$ cat src/rtl/core/tsh_pkg.sv
`default_nettype none
// ---------------------------------------------------------------------------
// tsh_pkg
// Shared widths, codes and constants of the thermistor Steinhart-Hart block.
// ---------------------------------------------------------------------------
package tsh_pkg;

    localparam int CH_W    = 4;
    localparam int SR_W    = 20;
    localparam int COEF_W  = 32;
    localparam int TEMP_W  = 18;
    localparam int ST_W    = 2;
    localparam int IDX_W   = 2;
    localparam int DATA_W  = 32;
    localparam int Q_DEPTH = 4;

    // resistance carries 16 fraction bits
    localparam int FX_W    = 16;
    // log unit
    localparam int NORM_W  = 64;
    localparam int POS_W   = 6;
    localparam int MANT_W  = 32;
    localparam int FRAC_W  = 28;
    localparam int LN2_W   = 30;
    localparam logic [LN2_W-1:0] LN2_Q30 = 30'd744261118;
    localparam int LN_W    = 32;
    localparam int LN_SH   = LN2_W + FRAC_W - 24;
    // polynomial
    localparam int L2_SH   = 24;
    localparam int L2_W    = 36;
    localparam int L3_SH   = 32;
    localparam int L3_W    = 34;
    localparam int BP_W    = COEF_W + 1 + LN_W;
    localparam int CP_W    = COEF_W + 1 + L3_W;
    localparam int B_SH    = 24;
    localparam int C_SH    = 16;
    localparam int DS_W    = 53;
    localparam int D_W     = 49;
    // kelvin = 2^56 / D, clamped to 2^32
    localparam int T_NUM_SH = 56;
    localparam int T_QW     = 32;
    localparam int D_LIM_SH = T_NUM_SH - T_QW;
    // Fahrenheit scaling
    localparam int F_W     = 43;
    localparam logic [F_W-1:0] F_MUL = 43'd180;
    localparam logic [F_W-1:0] F_OFF = 43'd3012493312;
    localparam logic [TEMP_W-1:0] TEMP_MAX = 18'h1FFFF;
    localparam logic [TEMP_W-1:0] TEMP_MIN = 18'h20000;

    localparam logic [IDX_W-1:0] REG_SERIES = 2'd0;
    localparam logic [IDX_W-1:0] REG_COEF_A = 2'd1;
    localparam logic [IDX_W-1:0] REG_COEF_B = 2'd2;
    localparam logic [IDX_W-1:0] REG_COEF_C = 2'd3;

    localparam logic [SR_W-1:0]   RST_SERIES = 20'd10000;
    localparam logic [COEF_W-1:0] RST_COEF_A = 32'd1109681585;
    localparam logic [COEF_W-1:0] RST_COEF_B = 32'd261508444;
    localparam logic [COEF_W-1:0] RST_COEF_C = 32'd222014;

    typedef enum logic [ST_W-1:0] {
        ST_OK    = 2'd0,
        ST_OPEN  = 2'd1,
        ST_SHORT = 2'd2
    } t_status;

    typedef struct packed {
        logic [CH_W-1:0] channel;
        t_status         status;
    } t_tag;

endpackage
`default_nettype wire

$ cat src/rtl/core/tsh_front.sv
`default_nettype none
// ---------------------------------------------------------------------------
// tsh_front
// Input register: classifies the code and forms the divider numerator.
// ---------------------------------------------------------------------------
module tsh_front #(
    parameter int ADC_BITS = 10
) (
    input  logic                                  i_clk,
    input  logic                                  i_rst_n,
    input  logic                                  i_valid,
    output logic                                  o_ready,
    input  logic [tsh_pkg::CH_W-1:0]              i_channel,
    input  logic [ADC_BITS-1:0]                   i_adc_code,
    input  logic [tsh_pkg::SR_W-1:0]              i_series,
    input  logic                                  i_space,
    output logic                                  o_push,
    output tsh_pkg::t_tag                         o_tag,
    output logic [ADC_BITS-1:0]                   o_code,
    output logic [tsh_pkg::SR_W+ADC_BITS-1:0]     o_num
);
    import tsh_pkg::*;

    localparam logic [ADC_BITS-1:0] FULL = '1;

    logic                r_valid;
    logic                n_valid;
    logic [CH_W-1:0]     r_ch;
    logic [ADC_BITS-1:0] r_code;
    t_status             status;

    assign o_ready = !r_valid || i_space;
    assign o_push  = r_valid && i_space;

    always_comb begin
        n_valid = r_valid;
        if (i_valid && o_ready) begin
            n_valid = 1'b1;
        end else if (o_push) begin
            n_valid = 1'b0;
        end
    end

    always_ff @(posedge i_clk) begin
        if (!i_rst_n) begin
            r_valid <= 1'b0;
        end else begin
            r_valid <= n_valid;
        end
    end

    always_ff @(posedge i_clk) begin
        if (i_valid && o_ready) begin
            r_ch   <= i_channel;
            r_code <= i_adc_code;
        end
    end

    always_comb begin
        if (r_code == '0) begin
            status = ST_OPEN;
        end else if (r_code == FULL) begin
            status = ST_SHORT;
        end else begin
            status = ST_OK;
        end
    end

    assign o_tag  = '{channel: r_ch, status: status};
    assign o_code = r_code;
    assign o_num  = i_series * (FULL - r_code);

endmodule
`default_nettype wire

$ cat config.mk
export PLATFORM = sky130hd
export DESIGN_NAME = tsh_front
export DESIGN_NICKNAME = d
export VERILOG_FILES = /design/src/rtl/core/tsh_pkg.sv /design/src/rtl/core/tsh_front.sv
export SDC_FILE = /design/constraint.sdc
export NUM_CORES = 1
export LEC_CHECK = 0
export BUFFER_PORTS_ARGS = -buffer_cell sky130_fd_sc_hd__buf_2
export CAP_MARGIN = 40
export CELL_PAD_IN_SITES_DETAIL_PLACEMENT = 1
export CELL_PAD_IN_SITES_GLOBAL_PLACEMENT = 1
export CORE_MARGIN = 1.5
export CORE_UTILIZATION = 51
export CTS_CLUSTER_DIAMETER = 40
export CTS_CLUSTER_SIZE = 12
export DETAILED_ROUTE_END_ITERATION = 6
export HOLD_SLACK_MARGIN = 0.1
export PLACE_DENSITY = 0.95
export RECOVER_POWER = 100
export REMOVE_ABC_BUFFERS = 1
export SYNTH_ARGS = -nofsm -noshare
export SYNTH_HDL_FRONTEND = slang
export SYNTH_SLANG_ARGS = --single-unit
export TNS_END_PERCENT = 20
$ cat constraint.sdc
create_clock -name i_clk -period 7.85 [get_ports i_clk]
set_input_delay 0.785 -clock i_clk [delete_from_list [all_inputs] [get_ports i_clk]]
set_output_delay 0.785 -clock i_clk [all_outputs]
set_load 0.01 [all_outputs]
# After elaboration in Yosys (flattened, before gate mapping)
# Index checks and enable logic that the tools add are counted.
dict set report op_classes {
  n_reduce_logical 6
  multipliers 1
  n_mux 4
  add_sub_neg 1
  n_eq_ne 1
}
# cell count
set op_table {}
lappend op_table {{$mul 21x11->30} 1}
lappend op_table {{$sub 10x10->11 const A} 1}
lappend op_table {{$eq 10x10->1 const B} 1}
lappend op_table {{$logic_not 10->1} 1}
lappend op_table {{$mux 2} 2}
lappend op_table {{$logic_and 1x1->1} 2}
lappend op_table {{$mux 1} 2}
lappend op_table {{$reduce_bool 2->1} 1}
lappend op_table {{$logic_not 1->1} 1}
lappend op_table {{$logic_or 1x1->1} 1}
dict set report word_totals {
  out_inout_bits 48
  regBits 15
}

# Longest topological paths before layout
# Gate-level depths: netlist of the first run.
dict set report depth {
  word_depth 4
  ltp_mapped 20
  depth_no_buf 19
}

# Least setup slack after synthesis of the first run
# Ideal clock, no wire load.
dict set report synth_timing {
  kind {in2out}
  from {input port i_series[5] in the netlist's numbering}
  to {output port o_num[29] in the netlist's numbering}
  required_ns 7.065
  n_path_buf 0
  path_stages 18
  slack_ns 1.853
  arrival_ns 5.212
  path_cell_list {nor2b_1 -> fa_1 -> inv_1 -> fa_1 -> inv_1 -> fa_1 -> fa_1 -> inv_1 -> fa_1 -> inv_1 -> ha_1 -> a21oi_1 -> o21ai_1 -> a311o_1 -> a311o_1 -> a31oi_4 -> a21oi_2 -> xnor2_1}
}
dict set report synth_via {
  elab_chain_cells 1
}
# element line_no
set synth_lines {}
lappend synth_lines {{from (decl)} tsh_front.sv:15} ;# input logic [tsh_pkg::SR_W-1:0] i_series,
lappend synth_lines {{$mul 21x11->30} tsh_front.sv:71} ;# assign o_num = i_series * (FULL - r_code);
lappend synth_lines {{to (decl)} tsh_front.sv:20} ;# output logic [tsh_pkg::SR_W+ADC_BITS-1:0] o_num
# No other way between the ends.

# Worst setup path in the final report of the first run
dict set report layout_timing {
  from {register r_code[8] (netlist: o_code[8])}
  to {output port o_num[29] in the netlist's numbering}
}
dict set report layout_via {
  elab_chain_cells 2
}
# element line_no
set layout_lines {}
lappend layout_lines {{from (decl)} tsh_front.sv:29} ;# logic [ADC_BITS-1:0] r_code;
lappend layout_lines {{from (signal assigned)} tsh_front.sv:55} ;# r_code <= i_adc_code;
lappend layout_lines {{$sub 10x10->11} tsh_front.sv:71}
lappend layout_lines {{$mul 21x11->30} tsh_front.sv:71}
# No other way between the ends.

==> results of run 1 <==
kinds of logic (layout without fill, tap and decap cells):
group / count (synthesis) / count (layout) / share of synthesized area
AND/OR/NAND/NOR: 259 / 259 / 0.208
flip-flops: 15 / 15 / 0.0597
buffers and inverters: 211 / 276 / 0.108
AO/OA/AOI/OAI: 74 / 74 / 0.0675
adder cells (fa/ha/maj): 224 / 224 / 0.525
XOR/XNOR: 26 / 26 / 0.0309
cell usage in the layout, fill, tap and decap left out, types with 2 or more instances in the layout:
master	Yosys	layout
and3_1	4	4
nand2b_1	92	92
or4_1	2	2
a31oi_1	3	4
nor2b_1	111	111
fa_1	143	143
xnor2_1	15	15
edfxtp_1	14	14
nand2_1	14	14
clkbuf_1	21	39
nor3_1	3	3
and2_1	3	2
a311o_1	3	3
xor2_1	11	11
inv_1	185	185
buf_2	3	48
nand4_1	8	8
a21o_1	12	12
clkbuf_16	0	3
o21a_1	6	6
ha_1	81	81
o21ai_0	6	13
nor2_1	16	16
nand3_1	5	5
a21boi_0	1	2
a21oi_1	23	25
flip-flops by register name (all words and copies together) (netlist names):
| register | count |
|---|---|
| r_valid | 1 |
| r_ch | 4 |
| o_code | 10 |
per-stage QoR:
step / hold WS, ns / total power [mW] / cells
6_report: 0.593 / 3.58 / 1054
5_1_grt: 0.620 / 3.94 / 1054
4_1_cts: 0.597 / 3.69 / 1054
3_5_place_dp: 0.563 / 3.56 / 1050
3_3_place_gp: 0.518 / 3.33 / 1048
2_1_floorplan: 0.561 / 2.40 / 783
per-layer routing:
metal	up-vias	share of wire	global-route usage
met5	-	0	0
met4	0	0.075	0.233
met3	115	0.041	0.0424
met2	242	0.56	0.635
met1	3064	0.32	0.312
li1	2581	-	-
cell type report:
| cell class | count | area, µm² |
|---|---|---|
| multi-input combinational | 583 | 6120 |
| fill | 1664 | 6040 |
| inverter | 185 | 694 |
| sequential | 15 | 440 |
| timing repair buffer | 87 | 387 |
| tap | 180 | 225 |
| clock buffer | 3 | 75.1 |
| clock inverter | 1 | 5.00 |
report_power, final:
| group | internal, mW | switching (mW) | total, mW |
|---|---|---|---|
| Clock | 0.0681 | 0.0326 | 0.101 |
| Combinational | 1.30 | 2.07 | 3.37 |
| Sequential | 0.0935 | 0.0207 | 0.114 |
critical path, cell delays in order, from the launching register on:
cell      delay, ns
edfxtp_1       0.63
clkbuf_1       0.76
nor2b_1        0.13
ha_1           0.33
fa_1           0.55
fa_1           0.51
fa_1           0.53
inv_1          0.07
fa_1           0.51
inv_1          0.06
ha_1           0.38
nand2_1        0.19
nor3_1         0.12
a311o_1        0.35
a311o_1        0.35
a31oi_1        0.40
a21oi_1        0.16
xnor2_1        0.19
buf_2          0.15
worst paths after layout:
kind              slack, ns  startpoint         to  cells after the start
setup / recovery       0.44   o_code[8]  o_num[29]                     18
hold / removal         0.59     r_valid    r_valid                      2
setup reg to reg       6.27     r_valid    r_ch[2]                      2
hold reg to reg        0.59     r_valid    r_valid                      2
==> out/results.ini, run 1 <==
[floorplanning]
initial_utilization = 0.527
fp.dieW_um = 123
dieArea_mm2 = 0.0152
ios = 86
core_mm2 = 0.0140
die_h_um = 123
fp-row-count = 43

[yosys]
synth.most_common_cell = inv_1
async_reset_ff_frac = 0
synthDistinctLibCells = 41
ys_seq_elements = 15
netlist.area_leader.share = 0.388
yosysTopAreaCell = fa_1
synth_common_cells = inv_1, fa_1, nor2b_1
synth_area_leaders = fa_1, ha_1, inv_1
synth_area_mm2 = 0.00738
synth.avg_cell_area_um2 = 9.12
ys.flop_type = edfxtp_1
synth-seq-area-share = 0.0597
synth-edff-count = 14
synthCells = 809
synth_warnings = 0

[min_path]
min_path_type = flop to flop

[clock_network]
cts.htree.levels = 1
post_cts_buffers = 0
cts-root-buf = clkbuf_16
clkLatencyLatePin_ns = 0.25
numClockSinks = 15
path_clk_slew_ns = 0.05
numCtsBuffers = 3
cts_buffer_depth = 2
cts_hold_buf = 0
cts_resized = 0
cts_tree = yes

[timing]
tightest_slew_ns = 0.948
rsz0062_at_grt = false
worst_slack_ns = 0.440
fin_tns_setup_ns = 0
final.period_utilization = 0.944
hold_violations = 0
fin_skew_ns = 0.000814
finalCriticalPeriod_ns = 7.41
fmax_mhz = 135
finalSetupViolCount = 0
relSlewSlack = 0.368
slew_viol_final = 0

[place]
pre_cts_ws_ns = 0.976
gp_congestion = 0.831
port_buffers = 85
place_hpwl_um = 18900
place_area_mm2 = 0.00796

[global_routing]
antenna_found_initial = 0
grt_overflow = 0
grt_max_degree = 24
grt_pass1_vias = 7253
grt_first_pass_wirelength_um = 36600
track_usage = 0.326

[status]
status = completed

[power_and_ir_drop]
p_leak_nw = 3.99
worst_ir_drop_vdd_mv = 0.275
power.density_mw_per_mm2 = 451

[drt]
totalWireLength_um = 23200
viasPerCell = 5.69
final_antenna_net_count = 0
drt_iter0_drc = 243
route.detailed.drc = 0
post_drt_wl_per_cell_um = 22.0
drt_first_pass_iters = 5
via_count = 6002

[critical_path]
cp-end-kind = output pin
cp.arrival_ns = 6.62
crit_type = flop to output pin
critPathMaxFanout = 15
critical_path_required_ns = 7.07
crit_path_start_kind = flop

[flow_run]
maxCapViolCount = 0

[finish]
diodes = 0
final_util = 0.568
area_growth_pct = 7.68
layout.nets = 1137
drive_gt1_frac = 0.0618
design_area_mm2 = 0.00794

(Power assumes the default switching activity.)
==> run 2: changes to the inputs <==
--- a/config.mk
+++ b/config.mk
@@ -5,12 +5,13 @@
 export SDC_FILE = /design/constraint.sdc
 export NUM_CORES = 1
 export LEC_CHECK = 0
+export ABC_AREA = 1
 export BUFFER_PORTS_ARGS = -buffer_cell sky130_fd_sc_hd__buf_2
 export CAP_MARGIN = 40
 export CELL_PAD_IN_SITES_DETAIL_PLACEMENT = 1
 export CELL_PAD_IN_SITES_GLOBAL_PLACEMENT = 1
 export CORE_MARGIN = 1.5
-export CORE_UTILIZATION = 51
+export CORE_UTILIZATION = 49
 export CTS_CLUSTER_DIAMETER = 40
 export CTS_CLUSTER_SIZE = 12
 export DETAILED_ROUTE_END_ITERATION = 6
==> run 2 against run 1 <==
Final cell count increased by 24%. Non-clock buffer count up 2. Clock-buffer cell count is the same. Utilization decreased by 2.5 points. Sequential share of layout area shrank 0.21 points. Fmax increased by 9.3%. Die area increased by 7.7%. Flip-flop and latch count stayed put. Setup slack improved by 0.63 ns. Wire length up 9.4%.
==> out/results.ini, run 2 <==
[clock_network]
numCtsBuffers = 3  ; unchanged
cts.htree.levels = 1  ; unchanged
cts_tree = yes
post_cts_buffers = 0  ; unchanged
path_clk_slew_ns = 0.05  ; about the same
numClockSinks = 15  ; unchanged
cts_resized = 0  ; unchanged
clkLatencyLatePin_ns = 0.25  ; about the same
cts_hold_buf = 0  ; unchanged
cts_buffer_depth = 2  ; unchanged
cts-root-buf = clkbuf_16

[critical_path]
critical_path_required_ns = 7.07  ; about the same
critPathMaxFanout = 18  ; +3
worst-path-stages = 20  ; +2
cpMaxStageDelayCell = clkinv_1
cp-end-kind = output pin
regToRegStartpoint = r_valid
critPathCapture = o_num[21]
crit_type = flop to output pin
startpoint = o_code[2]
r2r-end = o_code[5]
r2r_cells = 2  ; unchanged
cp.arrival_ns = 5.99  ; -0.63 ns
crit_path_start_kind = flop
r2r_slack_ns = 6.20  ; -0.07 ns
max_stage_delay_ns = 0.58  ; -0.18 ns
cp_num_buf_inv = 5  ; +1
path_delay_family = adder cells
cp_cell_sequence = clkinv_1 > nand2_1 > fa_1 > fa_1 > inv_1 > fa_1 > fa_1 > inv_1 > fa_1 > inv_1 > ha_1 > nand2_1 > nor2_1 > nand3_1 > nand3_1 > nand3_1 > nand2_1 > nand2_1 > nand2_1 > clkbuf_1

[finish]
layout.nets = 1383  ; +22%
multi_input_area_mm2 = 0.00601  ; -1.8%
largest_reg_flops = 10  ; unchanged
fill_cells = 2039  ; +23%
drive_gt1_frac = 0.0670  ; +0.00518
diodes = 0  ; unchanged
area_growth_pct = 7.88
layout_common_cells = inv_1, nand2_1, fa_1
layout_commonest_cell = inv_1
regArea_um2 = 440  ; unchanged

[place]
port_buffers = 85  ; unchanged
place_hpwl_um = 21900  ; +16%
gp_congestion = 0.890  ; +7.1%

[status]
status = completed

[flow_run]
maxCapViolCount = 0  ; unchanged

[drt]
post_drt_wl_per_cell_um = 19.4  ; -12%
drt_first_pass_iters = 5  ; unchanged
totalWireLength_um = 25400  ; +9.4%
route.detailed.drc = 0  ; unchanged
viasPerCell = 5.45  ; -4.3%
drt_iter0_drc = 457  ; +88%
via_count = 7129  ; +19%
final_antenna_net_count = 0  ; unchanged

[floorplanning]
ios = 86  ; unchanged
core_mm2 = 0.0152  ; +8.7%
dieArea_mm2 = 0.0164  ; +7.7%
fp.dieW_um = 128  ; +3.8%
die_h_um = 128  ; +3.8%
initial_utilization = 0.503  ; -0.0241
fp-row-count = 45  ; +4.7%

[yosys]
synth_area_mm2 = 0.00765  ; +3.7%
ys_seq_elements = 15  ; unchanged
synth.avg_cell_area_um2 = 7.33  ; -20%
synth-seq-area-share = 0.0576  ; -0.00214
async_reset_ff_frac = 0  ; unchanged
yosysTopAreaCell = fa_1
ys.flop_type = edfxtp_1
synthDistinctLibCells = 29  ; -29%
synth-edff-count = 14  ; unchanged
synth.most_common_cell = inv_1
netlist.area_leader.share = 0.374  ; -0.0139
synth_area_leaders = fa_1, inv_1, ha_1
synthCells = 1044  ; +29%
synth_common_cells = inv_1, nand2_1, fa_1
synth_warnings = 0  ; unchanged

[global_routing]
track_usage = 0.331  ; +0.00453
grt_overflow = 0  ; unchanged
antenna_found_initial = 1  ; +1
grt_first_pass_wirelength_um = 41500  ; +13%
grt_max_degree = 23  ; -4.2%
grt_pass1_vias = 8354  ; +15%

[timing]
rsz0062_at_grt = false
relSlewSlack = 0.192  ; -0.177
final.period_utilization = 0.863  ; -0.0805
fmax_mhz = 148  ; +9.3%
slew_viol_final = 0  ; unchanged
fin_tns_setup_ns = 0  ; unchanged
tightest_slew_ns = 1.21  ; +0.265 ns
fin_skew_ns = 0.00132  ; +0.000503 ns
finalCriticalPeriod_ns = 6.78  ; -0.632 ns
hold_violations = 0  ; unchanged
finalSetupViolCount = 0  ; unchanged

[min_path]
min_path_type = flop to flop

-- run 2: how the worst min path moves through the flow --
stage / end / from / cells past startpoint / slack [ns]
2_1_floorplan: r_valid / r_valid / 2 / 0.55
3_3_place_gp: r_valid / r_valid / 2 / 0.51
4_1_cts: r_valid / r_valid / 2 / 0.58
5_1_grt: r_valid / r_valid / 2 / 0.63
3_5_place_dp: r_valid / r_valid / 2 / 0.54
6_report: r_valid / r_valid / 2 / 0.58
-- run 2: worst reg2reg max path: cells and delay by family (launching register included) --
family,cells,cell delay [ns]
compound gates,1,0.41
buf+inv,1,0.55
flops,1,0.32
-- run 2: cell type report --
class / instances / share of cell area
sequential: 15 / 0.0534
inverter: 291 / 0.132
multi-input combinational: 721 / 0.728
timing repair buffer: 89 / 0.0484
clock buffer: 3 / 0.00910
clock inverter: 1 / 0.000606
tap: 188 / 0.0285
-- run 2: per-layer routing --
layer / GRT usage / vias to the layer above / part of all wire
met2: 0.644 / 278 / 0.54
met1: 0.354 / 3574 / 0.36
met5: 0 / - / 0
met4: 0.164 / 0 / 0.055
li1: - / 3170 / -
met3: 0.0317 / 107 / 0.048
-- run 2: cell families after synthesis --
logic type / count (synthesis) / synth area share
adders and majority gates: 224 / 0.507
buffers and inverters: 308 / 0.151
DFF: 15 / 0.0576
xor gates and xnor gates: 14 / 0.0160
AOI/OAI and AO/OA: 25 / 0.0188
and+or+nand+nor: 458 / 0.250
-- run 2: per-stage QoR --
step	hold slack [ns]	cells	cell area (µm²)	worst slack, ns	utilization
after floorplan	0.553	1027	7580	2.47	-
after global placement	0.505	1301	8250	1.79	0.543
after detailed placement	0.541	1304	8320	1.62	0.547
after CTS	0.577	1308	8400	1.39	0.553
after global routing	0.627	1308	8250	0.781	0.543
final	0.577	1308	8250	1.07	0.543
Power of run 2 is not shown: default switching activity piles up to over one toggle a cycle in this logic, so the estimate is an artifact.
