===== src/rtl/core/tsh_pkg.sv =====
`default_nettype none
// ---------------------------------------------------------------------------
// tsh_pkg
// Shared widths, codes and constants of the thermistor Steinhart-Hart block.
// ---------------------------------------------------------------------------
package tsh_pkg;

    localparam int CH_W    = 4;
    localparam int SR_W    = 20;
    localparam int COEF_W  = 32;
    localparam int TEMP_W  = 18;
    localparam int ST_W    = 2;
    localparam int IDX_W   = 2;
    localparam int DATA_W  = 32;
    localparam int Q_DEPTH = 4;

    // resistance carries 16 fraction bits
    localparam int FX_W    = 16;
    // log unit
    localparam int NORM_W  = 64;
    localparam int POS_W   = 6;
    localparam int MANT_W  = 32;
    localparam int FRAC_W  = 28;
    localparam int LN2_W   = 30;
    localparam logic [LN2_W-1:0] LN2_Q30 = 30'd744261118;
    localparam int LN_W    = 32;
    localparam int LN_SH   = LN2_W + FRAC_W - 24;
    // polynomial
    localparam int L2_SH   = 24;
    localparam int L2_W    = 36;
    localparam int L3_SH   = 32;
    localparam int L3_W    = 34;
    localparam int BP_W    = COEF_W + 1 + LN_W;
    localparam int CP_W    = COEF_W + 1 + L3_W;
    localparam int B_SH    = 24;
    localparam int C_SH    = 16;
    localparam int DS_W    = 53;
    localparam int D_W     = 49;
    // kelvin = 2^56 / D, clamped to 2^32
    localparam int T_NUM_SH = 56;
    localparam int T_QW     = 32;
    localparam int D_LIM_SH = T_NUM_SH - T_QW;
    // Fahrenheit scaling
    localparam int F_W     = 43;
    localparam logic [F_W-1:0] F_MUL = 43'd180;
    localparam logic [F_W-1:0] F_OFF = 43'd3012493312;
    localparam logic [TEMP_W-1:0] TEMP_MAX = 18'h1FFFF;
    localparam logic [TEMP_W-1:0] TEMP_MIN = 18'h20000;

    localparam logic [IDX_W-1:0] REG_SERIES = 2'd0;
    localparam logic [IDX_W-1:0] REG_COEF_A = 2'd1;
    localparam logic [IDX_W-1:0] REG_COEF_B = 2'd2;
    localparam logic [IDX_W-1:0] REG_COEF_C = 2'd3;

    localparam logic [SR_W-1:0]   RST_SERIES = 20'd10000;
    localparam logic [COEF_W-1:0] RST_COEF_A = 32'd1109681585;
    localparam logic [COEF_W-1:0] RST_COEF_B = 32'd261508444;
    localparam logic [COEF_W-1:0] RST_COEF_C = 32'd222014;

    typedef enum logic [ST_W-1:0] {
        ST_OK    = 2'd0,
        ST_OPEN  = 2'd1,
        ST_SHORT = 2'd2
    } t_status;

    typedef struct packed {
        logic [CH_W-1:0] channel;
        t_status         status;
    } t_tag;

endpackage
`default_nettype wire


===== src/rtl/core/tsh_queue.sv =====
`default_nettype none
// ---------------------------------------------------------------------------
// tsh_queue
// Small FIFO between the front register and the conversion pipeline.
// ---------------------------------------------------------------------------
module tsh_queue #(
    parameter int W = 8
) (
    input  logic         i_clk,
    input  logic         i_rst_n,
    input  logic         i_push,
    input  logic [W-1:0] i_data,
    output logic         o_space,
    input  logic         i_pop,
    output logic         o_valid,
    output logic [W-1:0] o_data
);
    import tsh_pkg::*;

    localparam int PTR_W = $clog2(Q_DEPTH);

    logic [W-1:0]     r_mem [Q_DEPTH];
    logic [PTR_W-1:0] r_wr;
    logic [PTR_W-1:0] r_rd;
    logic [PTR_W:0]   r_cnt;
    logic             do_pop;

    assign o_space = r_cnt != (PTR_W+1)'(Q_DEPTH);
    assign o_valid = r_cnt != '0;
    assign o_data  = r_mem[r_rd];
    assign do_pop  = i_pop && o_valid;

    always_ff @(posedge i_clk) begin
        if (!i_rst_n) begin
            r_wr  <= '0;
            r_rd  <= '0;
            r_cnt <= '0;
        end else begin
            if (i_push) begin
                r_wr <= r_wr + 1'b1;
            end
            if (do_pop) begin
                r_rd <= r_rd + 1'b1;
            end
            if (i_push && !do_pop) begin
                r_cnt <= r_cnt + 1'b1;
            end else if (do_pop && !i_push) begin
                r_cnt <= r_cnt - 1'b1;
            end
        end
    end

    always_ff @(posedge i_clk) begin
        if (i_push) begin
            r_mem[r_wr] <= i_data;
        end
    end

endmodule
`default_nettype wire


===== config.mk =====
export PLATFORM = sky130hd
export DESIGN_NAME = tsh_queue
export DESIGN_NICKNAME = d
export VERILOG_FILES = /design/src/rtl/core/tsh_pkg.sv /design/src/rtl/core/tsh_queue.sv
export SDC_FILE = /design/constraint.sdc
export NUM_CORES = 1
export LEC_CHECK = 0
export BUFFER_PORTS_ARGS = -buffer_cell sky130_fd_sc_hd__buf_2
export CAP_MARGIN = 20
export CELL_PAD_IN_SITES_DETAIL_PLACEMENT = 1
export CELL_PAD_IN_SITES_GLOBAL_PLACEMENT = 2
export CORE_MARGIN = 2
export CORE_UTILIZATION = 41
export DETAILED_ROUTE_END_ITERATION = 7
export HOLD_SLACK_MARGIN = 0.06
export PLACE_DENSITY_LB_ADDON = 0.1
export SLEW_MARGIN = 20
export SYNTH_ARGS = -nofsm -noshare
export SYNTH_HDL_FRONTEND = slang
export SYNTH_SLANG_ARGS = --single-unit

===== constraint.sdc =====
create_clock -name i_clk -period 2.3 [get_ports i_clk]
set_input_delay 0 -clock i_clk [delete_from_list [all_inputs] [get_ports i_clk]]
set_output_delay 0 -clock i_clk [all_outputs]
set_load 0.005 [all_outputs]

== Word-level counts from Yosys, hierarchy flattened ==
Memory sizes are Yosys's and may differ from the RTL's. A register that Yosys moved wholly into a read port is not among the register bits.
Index checks and enable logic that the tools add are counted.
Word-level totals
  bits in registers: 7
  bits in writable memories: 32
  bits of input ports: 12
  output and inout bits: 10
  word-level logic and storage cells: 22
  memories kept: 1
Cells by class
  add/subtract/negate cells: 4
  equal/unequal tests: 1
  mux-type cells: 6
  reduce and logical (&&, ||, !) cells: 7
Memories
  r_mem: words 4, bits a word 8, read ports 1, clocked after Yosys merged registers in 1, write ports 1, line tsh_queue.sv:22  | logic [W-1:0] r_mem [Q_DEPTH];
Operators by type and width (number)
  $mux 3: 2
  $add 2x1->2 const B: 2
  $mux 2: 2
  $add 3x1->3 const B: 1
  $logic_and 1x1->1: 3
  $ne 3x3->1 const B: 1
  $reduce_bool 3->1: 1
  $sub 3x1->3 const B: 1
  $logic_not 1->1: 2
  $mux 1: 2
  $reduce_bool 2->1: 1

== Depth between registers and ports, before layout ==
Gate-level depths: netlist of the first run.
  word-level depth: 5
  gate-level depth with buffers: 7
  depth with buffers taken out: 7

== Worst setup path before layout of the first run ==
No wires, ideal clock.
  kind: register to register
  start: register r_cnt[1]
  end: register r_cnt[2]
  setup time: 76 ps
  arrival time: 1838 ps
  data required time: 2224 ps
  path slack: 387 ps
  cell stages (with the launch flop): 8
  path buffers: 0
  period minus slack after synthesis: 1913 ps
  cells stage by stage: dfxtp_1 o31ai_4 ha_1 inv_1 fa_1 xor2_1 or3_1 a21boi_0
On the way
  cells in the longest elaborated chain, start to end: 5
  elaborated cells between the ends (all ways): 10
  classes of those cells: 2 x add/sub; 2 x mux; 6 x reduce/logical
Ends and longest elaborated chain
  start, declared: line tsh_queue.sv:25  | logic [PTR_W:0] r_cnt;
  start signal, assigned: line tsh_queue.sv:46  | r_cnt <= r_cnt + 1'b1;
  start signal, assigned: line tsh_queue.sv:48  | r_cnt <= r_cnt - 1'b1;
  branches (longest 5 deep; another with $sub 3x1->3)
Several ways; the timed one is not identified. The select of a mux whose other input is x is not followed.
A chain may end at the register's enable or synchronous reset.

== Worst setup path in the final report of the first run ==
Ends and elaborated chain as after synthesis.

==> metrics, run 1 <==
placed instance area 1780 sq um; Leak Pwr 0.000696 uW; YS warnings 0; ranking of synthesized cells by area edfxtp_1 (59%), dfxtp_1 (11%), mux4_2 (11%), ha_1 (3.8%), and2_1 (3.5%); Setup-failing EPs final 0; crit path capture r_cnt[2]; Max stage delay on crit path 0.39 ns; FF-to-FF setup slack 0.27 ns; f_max 492 MHz; Pwr Density 931 nW/um^2; grt ovf 0; CP Class reg -> reg; total power 1820 uW; CTS Buffer Depth 2; Detailed Route Iter0 Violations 48; Vias/cell 4.78; Worst-Skew Late Latency 0.29 ns; first-pass GRT wire length 4.14 mm; RSZ-0062 raised after global routing no; Area Growth Syn to Fin 20.1%; DRC 0; Antenna Violating Nets Remaining 0; Die Wd 67.0 um; Hold Fails Final Rpt 0; vias in the first global route 838; crit end category flip-flop; crit-path cells o31ai_4 > ha_1 > inv_1 > fa_1 > xor2_1 > or3_1 > a21boi_0; Initial Util 43.5%; IO Count 22; Synth area leader edfxtp_1; CTS tree yes; total track usage 13.6%; crit path max fanout 6; die height 67.0 um; Worst R2R End r_cnt[2]; Worst Tran Pin Value 0.543 ns; Routed WL 2.56 mm; floorplan row count 22; Mapped Area 1630 sq um; Avg Inst Size Synth 18.9 sq um; total core area 3740 sq um; Slew headroom 63.7%; port bufs 21; drt pass-1 iters 3; die area 4490 sq um; Design Area, Final 1950 sq um; status finished clean; Synth Instances 86; sequential area share after synthesis 70.1%; Worst Path Arrival 2.25 ns; largest net degree at the start of global routing 12; WP data required 2.52 ns; Layout Skew 0.00836 ns; flops & latches, synth 41; Yosys top cell area share 59.0%; Hold Path Class in -> reg; drt wl/cell 15.1 um; VDD IR max 320 uV; Slew Limit Fails 0; Reg2Reg Depth 7; Worst Setup Start Kind flip-flop; post-CTS sizing 0; CP startpoint r_cnt[1]; CP max-delay cell dfxtp_1; dpl hpwl 1.73 mm; Yosys cell types 21; CTS root buffer clkbuf_8; ANT cells 0; initial antenna violation count 0; reg-to-reg critical path startpoint r_cnt[1]; layout cells sized above 1 30.3%; number of CTS-inserted buffers 5; setup_tns 0 ns; Tcrit/Tclk final 88.4%; clk sink count 41; max cap viols 0; Fill cells 375; post-CTS setup buffers 0; syn nets 104; Total Nets Final 139; clk slew on worst S/H paths 0.07 ns; GP Congestion 0.701; fin crit period 2.03 ns; H-Tree Depth 2; routed vias 812
cells in the mapped netlist:
cell type  count
xnor2_1        3
nor2_1         1
buf_2          1
a21boi_0       1
or3_1          1
nand2_1        1
ha_1           5
clkbuf_1       1
edfxtp_1      32
inv_1          3
o31ai_4        1
or3_2          1
o21ai_0        1
o311ai_2       1
xor2_1         2
dfxtp_1        9
mux4_2         8
and2_1         9
fa_1           1
mux2i_1        2
nor2b_1        2
worst min-delay path by stage:
stage	from	endpoint	slack, ns	depth (start not counted)
final	i_push	r_wr[1]	0.08	3
after global routing	i_push	r_wr[1]	0.09	3
after CTS	i_push	r_wr[1]	0.09	3
after detailed placement	i_data[6]	r_mem[0][6]	0.22	1
after global placement	i_data[6]	r_mem[1][6]	0.21	1
after floorplan	i_data[0]	r_mem[0][0]	0.1	0
placed cells by master, fill, tap and decap left out:
master         count
clkbuf_8           5
fa_1               1
mux2i_1            2
nand2_1            1
o311ai_2           1
o21ai_0            1
mux4_2             8
xor2_1             2
xnor2_1            3
and2_1             9
a21boi_0           1
dfxtp_1            9
dlygate4sd3_1      9
nor2_1             1
ha_1               5
nor2b_1            2
o31ai_4            1
clkbuf_1           3
buf_2             21
inv_1              3
or3_2              1
or3_1              1
edfxtp_1          32
sequential cells by signal (all words and copies together), names as in the netlist, named ones only:
name	cells
r_mem	32
r_cnt	3
r_wr	2
r_rd	2
logic make-up (layout without fill, tap and decap cells):
logic type      Yosys count  count (layout)  synth area share, %
flops                    41              41                 70.1
xor+xnor                  5               5                 2.69
mux                      10              10                 12.3
fa+ha+maj                 6               6                 5.07
buf+inv                   5              41                 1.23
simple gates             15              15                 5.53
compound gates            4               4                 3.07
final cells by class:
cell class	count	area (sq um)	area share (%)
inverter	3	11.3	0.576
tap	48	60.1	3.07
clock buffer	8	80.1	4.10
sequential	41	1140	58.4
multi-input combinational	40	467	23.9
timing repair buffer	30	195	9.99
report_power, final:
group	total, uW	internal, uW	switching (uW)
sequential	981	873	109
combinational	401	258	144
clock	436	215	221
total	1820	1350	473
stage by stage:
step                hold WS (ns)  worst slack (ns)  std cells  utilization, %
floorplan                 0.0989             0.387         86               -
global placement           0.211             0.323        153            47.7
detailed placement         0.218             0.257        153            47.7
CTS                       0.0864             0.235        170            52.2
global route              0.0923            0.0536        170            52.2
finish                    0.0839             0.266        170            52.2
repair_timing:
item / 4_1_cts / 5_1_grt
endpoints found under the setup margin: 0 / 0
hold buffers: 9 / 0
endpoints found under the hold margin: 41 / 0
critical path, delay by kind of cell, from the launching register on:
kind / cells / cell delay, ns
simple gates: 1 / 0.30
buf+inv: 1 / 0.06
fa+ha+maj: 2 / 0.59
xor+xnor: 1 / 0.16
compound gates: 2 / 0.46
flops: 1 / 0.39
per-layer routing:
layer  GRT usage (%)  wire [um]  vias up
met1            17.5       1100      394
met2            20.7       1300       16
met5               0          0        -
met4            6.12         51        0
li1                -          -      395
met3            4.73        113        7
No activity file was read; power rests on OpenSTA's default activity.
==> run 2: changes to the inputs <==
- clock period: 2.3 -> 2.1 ns (I/O delays scaled with it)
==> metrics, run 2 (same netlist as run 1, synthesis figures left out) <==
status finished clean (unchanged); layout cells sized above 1 33.6% (was 30.3%); CTS Buffer Depth 2 (unchanged); clock share of power 27.8% (was 24.0%); Slew headroom 63.4% (was 63.7%); Internal 1610 uW (was 1350 uW); commonest non-fill, non-tap cell in the layout edfxtp_1 (unchanged); GP Congestion 0.706 (was 0.701); largest net degree at the start of global routing 13 (was 12); drt wl/cell 14.6 um (was 15.1 um); largest registers r_mem (32), r_cnt (3) (unchanged); total power 2140 uW (was 1820 uW); Fill cells 379 (was 375); Leak Pwr 0.000723 uW (was 0.000696 uW); Pwr Density 1070 nW/um^2 (was 931 nW/um^2); number of CTS-inserted buffers 5 (unchanged); clk slew on worst S/H paths 0.07 ns (about the same); Initial Util 43.5% (unchanged); setup_tns 0 ns (unchanged); routed vias 818 (was 812); H-Tree Depth 2 (unchanged); Hold Path Class in -> reg (unchanged); max cap viols 0 (unchanged); die height 67.0 um (unchanged); switching share of power 24.5% (was 26.0%); crit path max fanout 2 (was 6); logic gate share of total power 22.9% (was 22.1%); floorplan row count 22 (unchanged); total core area 3740 sq um (unchanged); Layout Skew 0.00244 ns (was 0.00836 ns); drt pass-1 iters 4 (was 3); port bufs 21 (unchanged); commonest cells after routing, fill and taps aside edfxtp_1 (32), buf_2 (21), and2_1 (9), dfxtp_1 (9), dlygate4sd3_1 (9) (unchanged); Psw 523 uW (was 473 uW); Tcrit/Tclk final 91.8% (was 88.4%); first-pass GRT wire length 4.17 mm (was 4.14 mm); Setup-failing EPs final 0 (unchanged); CTS tree yes (unchanged); initial antenna violation count 0 (unchanged); Hold Fails Final Rpt 0 (unchanged); total track usage 13.4% (was 13.6%); Worst Path Arrival 2.14 ns (was 2.25 ns); clk sink count 41 (unchanged); die area 4490 sq um (unchanged); Slew Limit Fails 0 (unchanged); vias in the first global route 864 (was 838); max reg flops 32 (unchanged); Worst Tran Pin Value 0.549 ns (was 0.543 ns); Die Wd 67.0 um (unchanged); WP data required 2.31 ns (was 2.52 ns); WHS Path Cells 3 (unchanged); CTS root buffer clkbuf_8 (unchanged); dpl hpwl 1.71 mm (was 1.73 mm); Area Growth Syn to Fin 23.2% (was 20.1%); DRC 0 (unchanged); f_max 519 MHz (was 492 MHz); Reg2Reg Depth 7 (unchanged); Routed WL 2.53 mm (was 2.56 mm); Top reg by flops r_mem (unchanged); Worst-Skew Late Latency 0.28 ns (was 0.29 ns); Detailed Route Iter0 Violations 36 (was 48); CP Class reg -> reg (unchanged); fin crit period 1.93 ns (was 2.03 ns); Antenna Violating Nets Remaining 0 (unchanged); Worst Setup Start Kind flip-flop (unchanged); grt ovf 0 (unchanged); RSZ-0062 raised after global routing no (unchanged); Seq pwr share 49.4% (was 54.0%); ANT cells 0 (unchanged); Vias/cell 4.73 (was 4.78); crit end category flip-flop (unchanged); VDD IR max 562 uV (was 320 uV); IO Count 22 (unchanged); Total Nets Final 142 (was 139)
==> run 2: worst paths after layout <==
| check | slack, ns | startpoint | end |
|---|---|---|---|
| min reg2reg | 0.58 | r_wr[1] | r_wr[1] |
| min | 0.09 | i_push | r_wr[1] |
| max reg2reg | 0.17 | r_cnt[1] | r_cnt[2] |
| max | 0.17 | r_cnt[1] | r_cnt[2] |
==> run 2: worst max-delay path, stage by stage, from the launching register on <==
cell,delay [ns]
dfxtp_1,0.34
o31ai_4,0.27
ha_2,0.22
inv_1,0.05
fa_1,0.37
xor2_1,0.16
or3_1,0.30
a21boi_0,0.16
==> run 2: area by class of cell <==
type / instances / area, sq um / area share, %
sequential: 41 / 1140 / 56.9
clock inverter: 2 / 33.8 / 1.68
clock buffer: 6 / 72.6 / 3.62
inverter: 3 / 11.3 / 0.561
tap: 48 / 60.1 / 2.99
timing repair buffer: 33 / 218 / 10.9
multi-input combinational: 40 / 469 / 23.4
==> run 2: per-stage QoR <==
stage / util [%] / cells / cell area [sq um] / hold slack [ns] / setup slack, ns
3_3_place_gp: 48.1 / 155 / 1800 / 0.211 / 0.216
3_5_place_dp: 48.1 / 155 / 1800 / 0.218 / 0.163
6_report: 53.6 / 173 / 2010 / 0.0938 / 0.172
5_1_grt: 53.6 / 173 / 2010 / 0.151 / 0.00712
4_1_cts: 53.3 / 172 / 2000 / 0.103 / 0.136
2_1_floorplan: - / 86 / 1630 / 0.0989 / 0.187
==> run 2: what timing repair did <==
| item | CTS | global route |
|---|---|---|
| endpoints found under the hold margin | 41 | 0 |
| hold buffers | 9 | 0 |
| buffers inserted | 0 | 1 |
| setup endpoints to repair | 0 | 1 |
| resized for setup | 0 | 1 |
==> run 2: power groups by stage <==
stage                     clock network, uW  registers (uW)  logic (uW)
after floorplan                           0            1030         350
after global placement                    0            1080         470
after detailed placement                  0            1080         475
after CTS                               614            1060         491
after global routing                    640            1070         550
final                                   593            1050         489
==> run 2: layer usage <==
layer	routed length [um]	share of wire (%)	track usage, %
met2	1280	50	22.0
met3	91	3.6	4.56
met1	1150	45	16.7
met5	0	0	0
met4	12	0.48	3.83
==> run 3: changes to the inputs <==
--- a/config.mk
+++ b/config.mk
@@ -10,9 +10,9 @@
 export CELL_PAD_IN_SITES_DETAIL_PLACEMENT = 1
 export CELL_PAD_IN_SITES_GLOBAL_PLACEMENT = 2
-export CORE_MARGIN = 2
 export CORE_UTILIZATION = 41
 export DETAILED_ROUTE_END_ITERATION = 7
 export HOLD_SLACK_MARGIN = 0.06
 export PLACE_DENSITY_LB_ADDON = 0.1
+export RECOVER_POWER = 25
 export SLEW_MARGIN = 20
 export SYNTH_ARGS = -nofsm -noshare
==> constraint.sdc (replaced) <==
create_clock -name i_clk -period 2.1 [get_ports i_clk]
set_input_delay 0 -clock i_clk [delete_from_list [all_inputs] [get_ports i_clk]]
set_output_delay 0 -clock i_clk [all_outputs]
set_load 0.02 [all_outputs]
==> metrics, run 3 (same netlist as run 1, synthesis figures left out) <==
Total Nets Final 141 (was 142); crit-path cells o31ai_4 > ha_2 > inv_1 > fa_1 > xor2_1 > or3_1 > a21boi_1 (was o31ai_4 > ha_2 > inv_1 > fa_1 > xor2_1 > or3_1 > a21boi_0); ANT cells 0 (unchanged); Setup-failing EPs final 0 (unchanged); Hold Fails Final Rpt 0 (unchanged); crit path max fanout 2 (unchanged); Initial Util 43.5% (unchanged); Worst Path Arrival 2.16 ns (was 2.14 ns); commonest non-fill, non-tap cell in the layout edfxtp_1 (unchanged); Final Non-Filler Cells 172 (was 173); Leak Pwr 0.000701 uW (was 0.000723 uW); Routed WL 2.53 mm (about the same); largest net degree at the start of global routing 14 (was 13); Detailed Route Iter0 Violations 27 (was 36); total power 2230 uW (was 2140 uW); Vias/cell 4.79 (was 4.73); Die Wd 65.0 um (was 67.0 um); IO Count 22 (unchanged); CP Class reg -> reg (unchanged); Internal 1610 uW (about the same); clk slew on worst S/H paths 0.07 ns (about the same); setup_tns 0 ns (unchanged); floorplan row count 22 (unchanged); H-Tree Depth 2 (unchanged); Worst-Skew Late Latency 0.29 ns (was 0.28 ns); cell family with most CP delay adder cells (unchanged); status finished clean (unchanged); layout cells sized above 1 28.2% (was 33.6%); CTS tree yes (unchanged); dpl ws 0.111 ns (was 0.163 ns); number of CTS-inserted buffers 5 (unchanged); switching share of power 27.9% (was 24.5%); dpl hpwl 1.72 mm (was 1.71 mm); Slew headroom 62.1% (was 63.4%); GP Congestion 0.685 (was 0.706); Fill cells 372 (was 379); vias in the first global route 899 (was 864); Antenna Violating Nets Remaining 0 (unchanged); fin crit period 1.95 ns (was 1.93 ns); Max stage delay on crit path 0.37 ns (about the same); clk sink count 41 (unchanged); f_max 512 MHz (was 519 MHz); first-pass GRT wire length 4.24 mm (was 4.17 mm); crit end category flip-flop (unchanged); Placed Cells 155 (unchanged); WP data required 2.31 ns (about the same); DRC 0 (unchanged); Pwr Density 1120 nW/um^2 (was 1070 nW/um^2); CTS root buffer clkbuf_8 (unchanged); CTS Buffer Depth 2 (unchanged); die area 4230 sq um (was 4490 sq um); CP max-delay cell fa_1 (unchanged); crit path buf inv count 1 (unchanged); largest registers r_mem (32), r_cnt (3) (unchanged); grt ovf 0 (unchanged); min setup slack post-route 0.148 ns (was 0.172 ns); initial antenna violation count 0 (unchanged); logic gate share of total power 25.9% (was 22.9%); Hold Slack 0.109 ns (was 0.0938 ns); Tcrit/Tclk final 92.9% (was 91.8%); Hold Path Class in -> reg (unchanged); post-CTS setup buffers 0 (unchanged); port bufs 21 (unchanged); RSZ-0062 raised after global routing no (unchanged); drt pass-1 iters 4 (unchanged); Worst Tran Pin Value 0.568 ns (was 0.549 ns); total track usage 14.4% (was 13.4%); Top reg by flops r_mem (unchanged); VDD IR max 685 uV (was 562 uV); Layout Skew 0.00483 ns (was 0.00244 ns); Slew Limit Fails 0 (unchanged); Psw 623 uW (was 523 uW); commonest cells after routing, fill and taps aside edfxtp_1 (32), buf_2 (14), and2_1 (9), dfxtp_1 (9), dlygate4sd3_1 (9) (was edfxtp_1 (32), buf_2 (21), and2_1 (9), dfxtp_1 (9), dlygate4sd3_1 (9)); max reg flops 32 (unchanged); Worst Setup Start Kind flip-flop (unchanged); Seq pwr share 47.3% (was 49.4%); max cap viols 0 (unchanged); total core area 3740 sq um (unchanged); Area Growth Syn to Fin 22.3% (was 23.2%); die height 65.0 um (was 67.0 um); drt wl/cell 14.7 um (was 14.6 um); routed vias 824 (was 818); clock share of power 26.8% (was 27.8%)
[run 3: cell types whose count changed in the layout (fill, tap and decap cells not counted)]
cell / previous run / this run
a21boi_0: 1 / 0
clkbuf_1: 1 / 8
clkinv_1: 1 / 0
buf_4: 3 / 2
buf_2: 21 / 14
a21boi_1: 0 / 1
clkinv_2: 0 / 1
[run 3: metrics by stage]
stage | instance area (sq um) | util [%]
after floorplan | 1630 | -
after global placement | 1800 | 48.1
after detailed placement | 1800 | 48.1
after CTS | 2000 | 53.3
after global routing | 1990 | 53.2
final | 1990 | 53.2
[run 3: final timing paths]
check	from	end	slack, ns	cells after the start
worst min register to register	r_wr[1]	r_wr[1]	0.58	2
worst max register to register	r_cnt[1]	r_cnt[2]	0.15	7
worst min-delay path	i_push	r_wr[1]	0.11	3
worst max-delay path	r_cnt[1]	r_cnt[2]	0.15	7
[run 3: what timing repair did]
item | CTS | global route
endpoints found under the setup margin | 0 | 1
hold endpoints to repair | 41 | 0
hold buffers | 9 | 0
gates resized for setup | 0 | 2
[run 3: power by group through the flow]
stage                     Clock (uW)  Combinational [uW]  Sequential, uW
after floorplan                    0                 447            1030
after global placement             0                 564            1080
after detailed placement           0                 568            1080
after CTS                        616                 586            1060
after global routing             651                 637            1070
final                            599                 578            1060
[run 3: per-layer routing]
layer | part of all wire, % | up-vias | track usage, %
met2 | 49 | 17 | 23.4
met5 | 0 | - | 0
li1 | - | 397 | -
met3 | 4.3 | 4 | 4.75
met4 | 1.1 | 0 | 4.89
met1 | 45 | 406 | 17.9
[run 3: cell type report]
| class | instances | area [sq um] | area share [%] |
|---|---|---|---|
| clock inverters | 2 | 35.0 | 1.76 |
| well taps | 48 | 60.1 | 3.02 |
| flip-flops and latches | 41 | 1140 | 57.3 |
| repair buffers | 32 | 201 | 10.1 |
| multi-input cells | 40 | 469 | 23.6 |
| clock buffers | 6 | 72.6 | 3.65 |
| inverters | 3 | 11.3 | 0.566 |
[run 3: worst register-to-register path, stage by stage, from the launching register on]
cell and delay, ns:
dfxtp_1 0.34, o31ai_4 0.28, ha_2 0.23, inv_1 0.05, fa_1 0.37, xor2_1 0.16, or3_1 0.30, a21boi_1 0.16
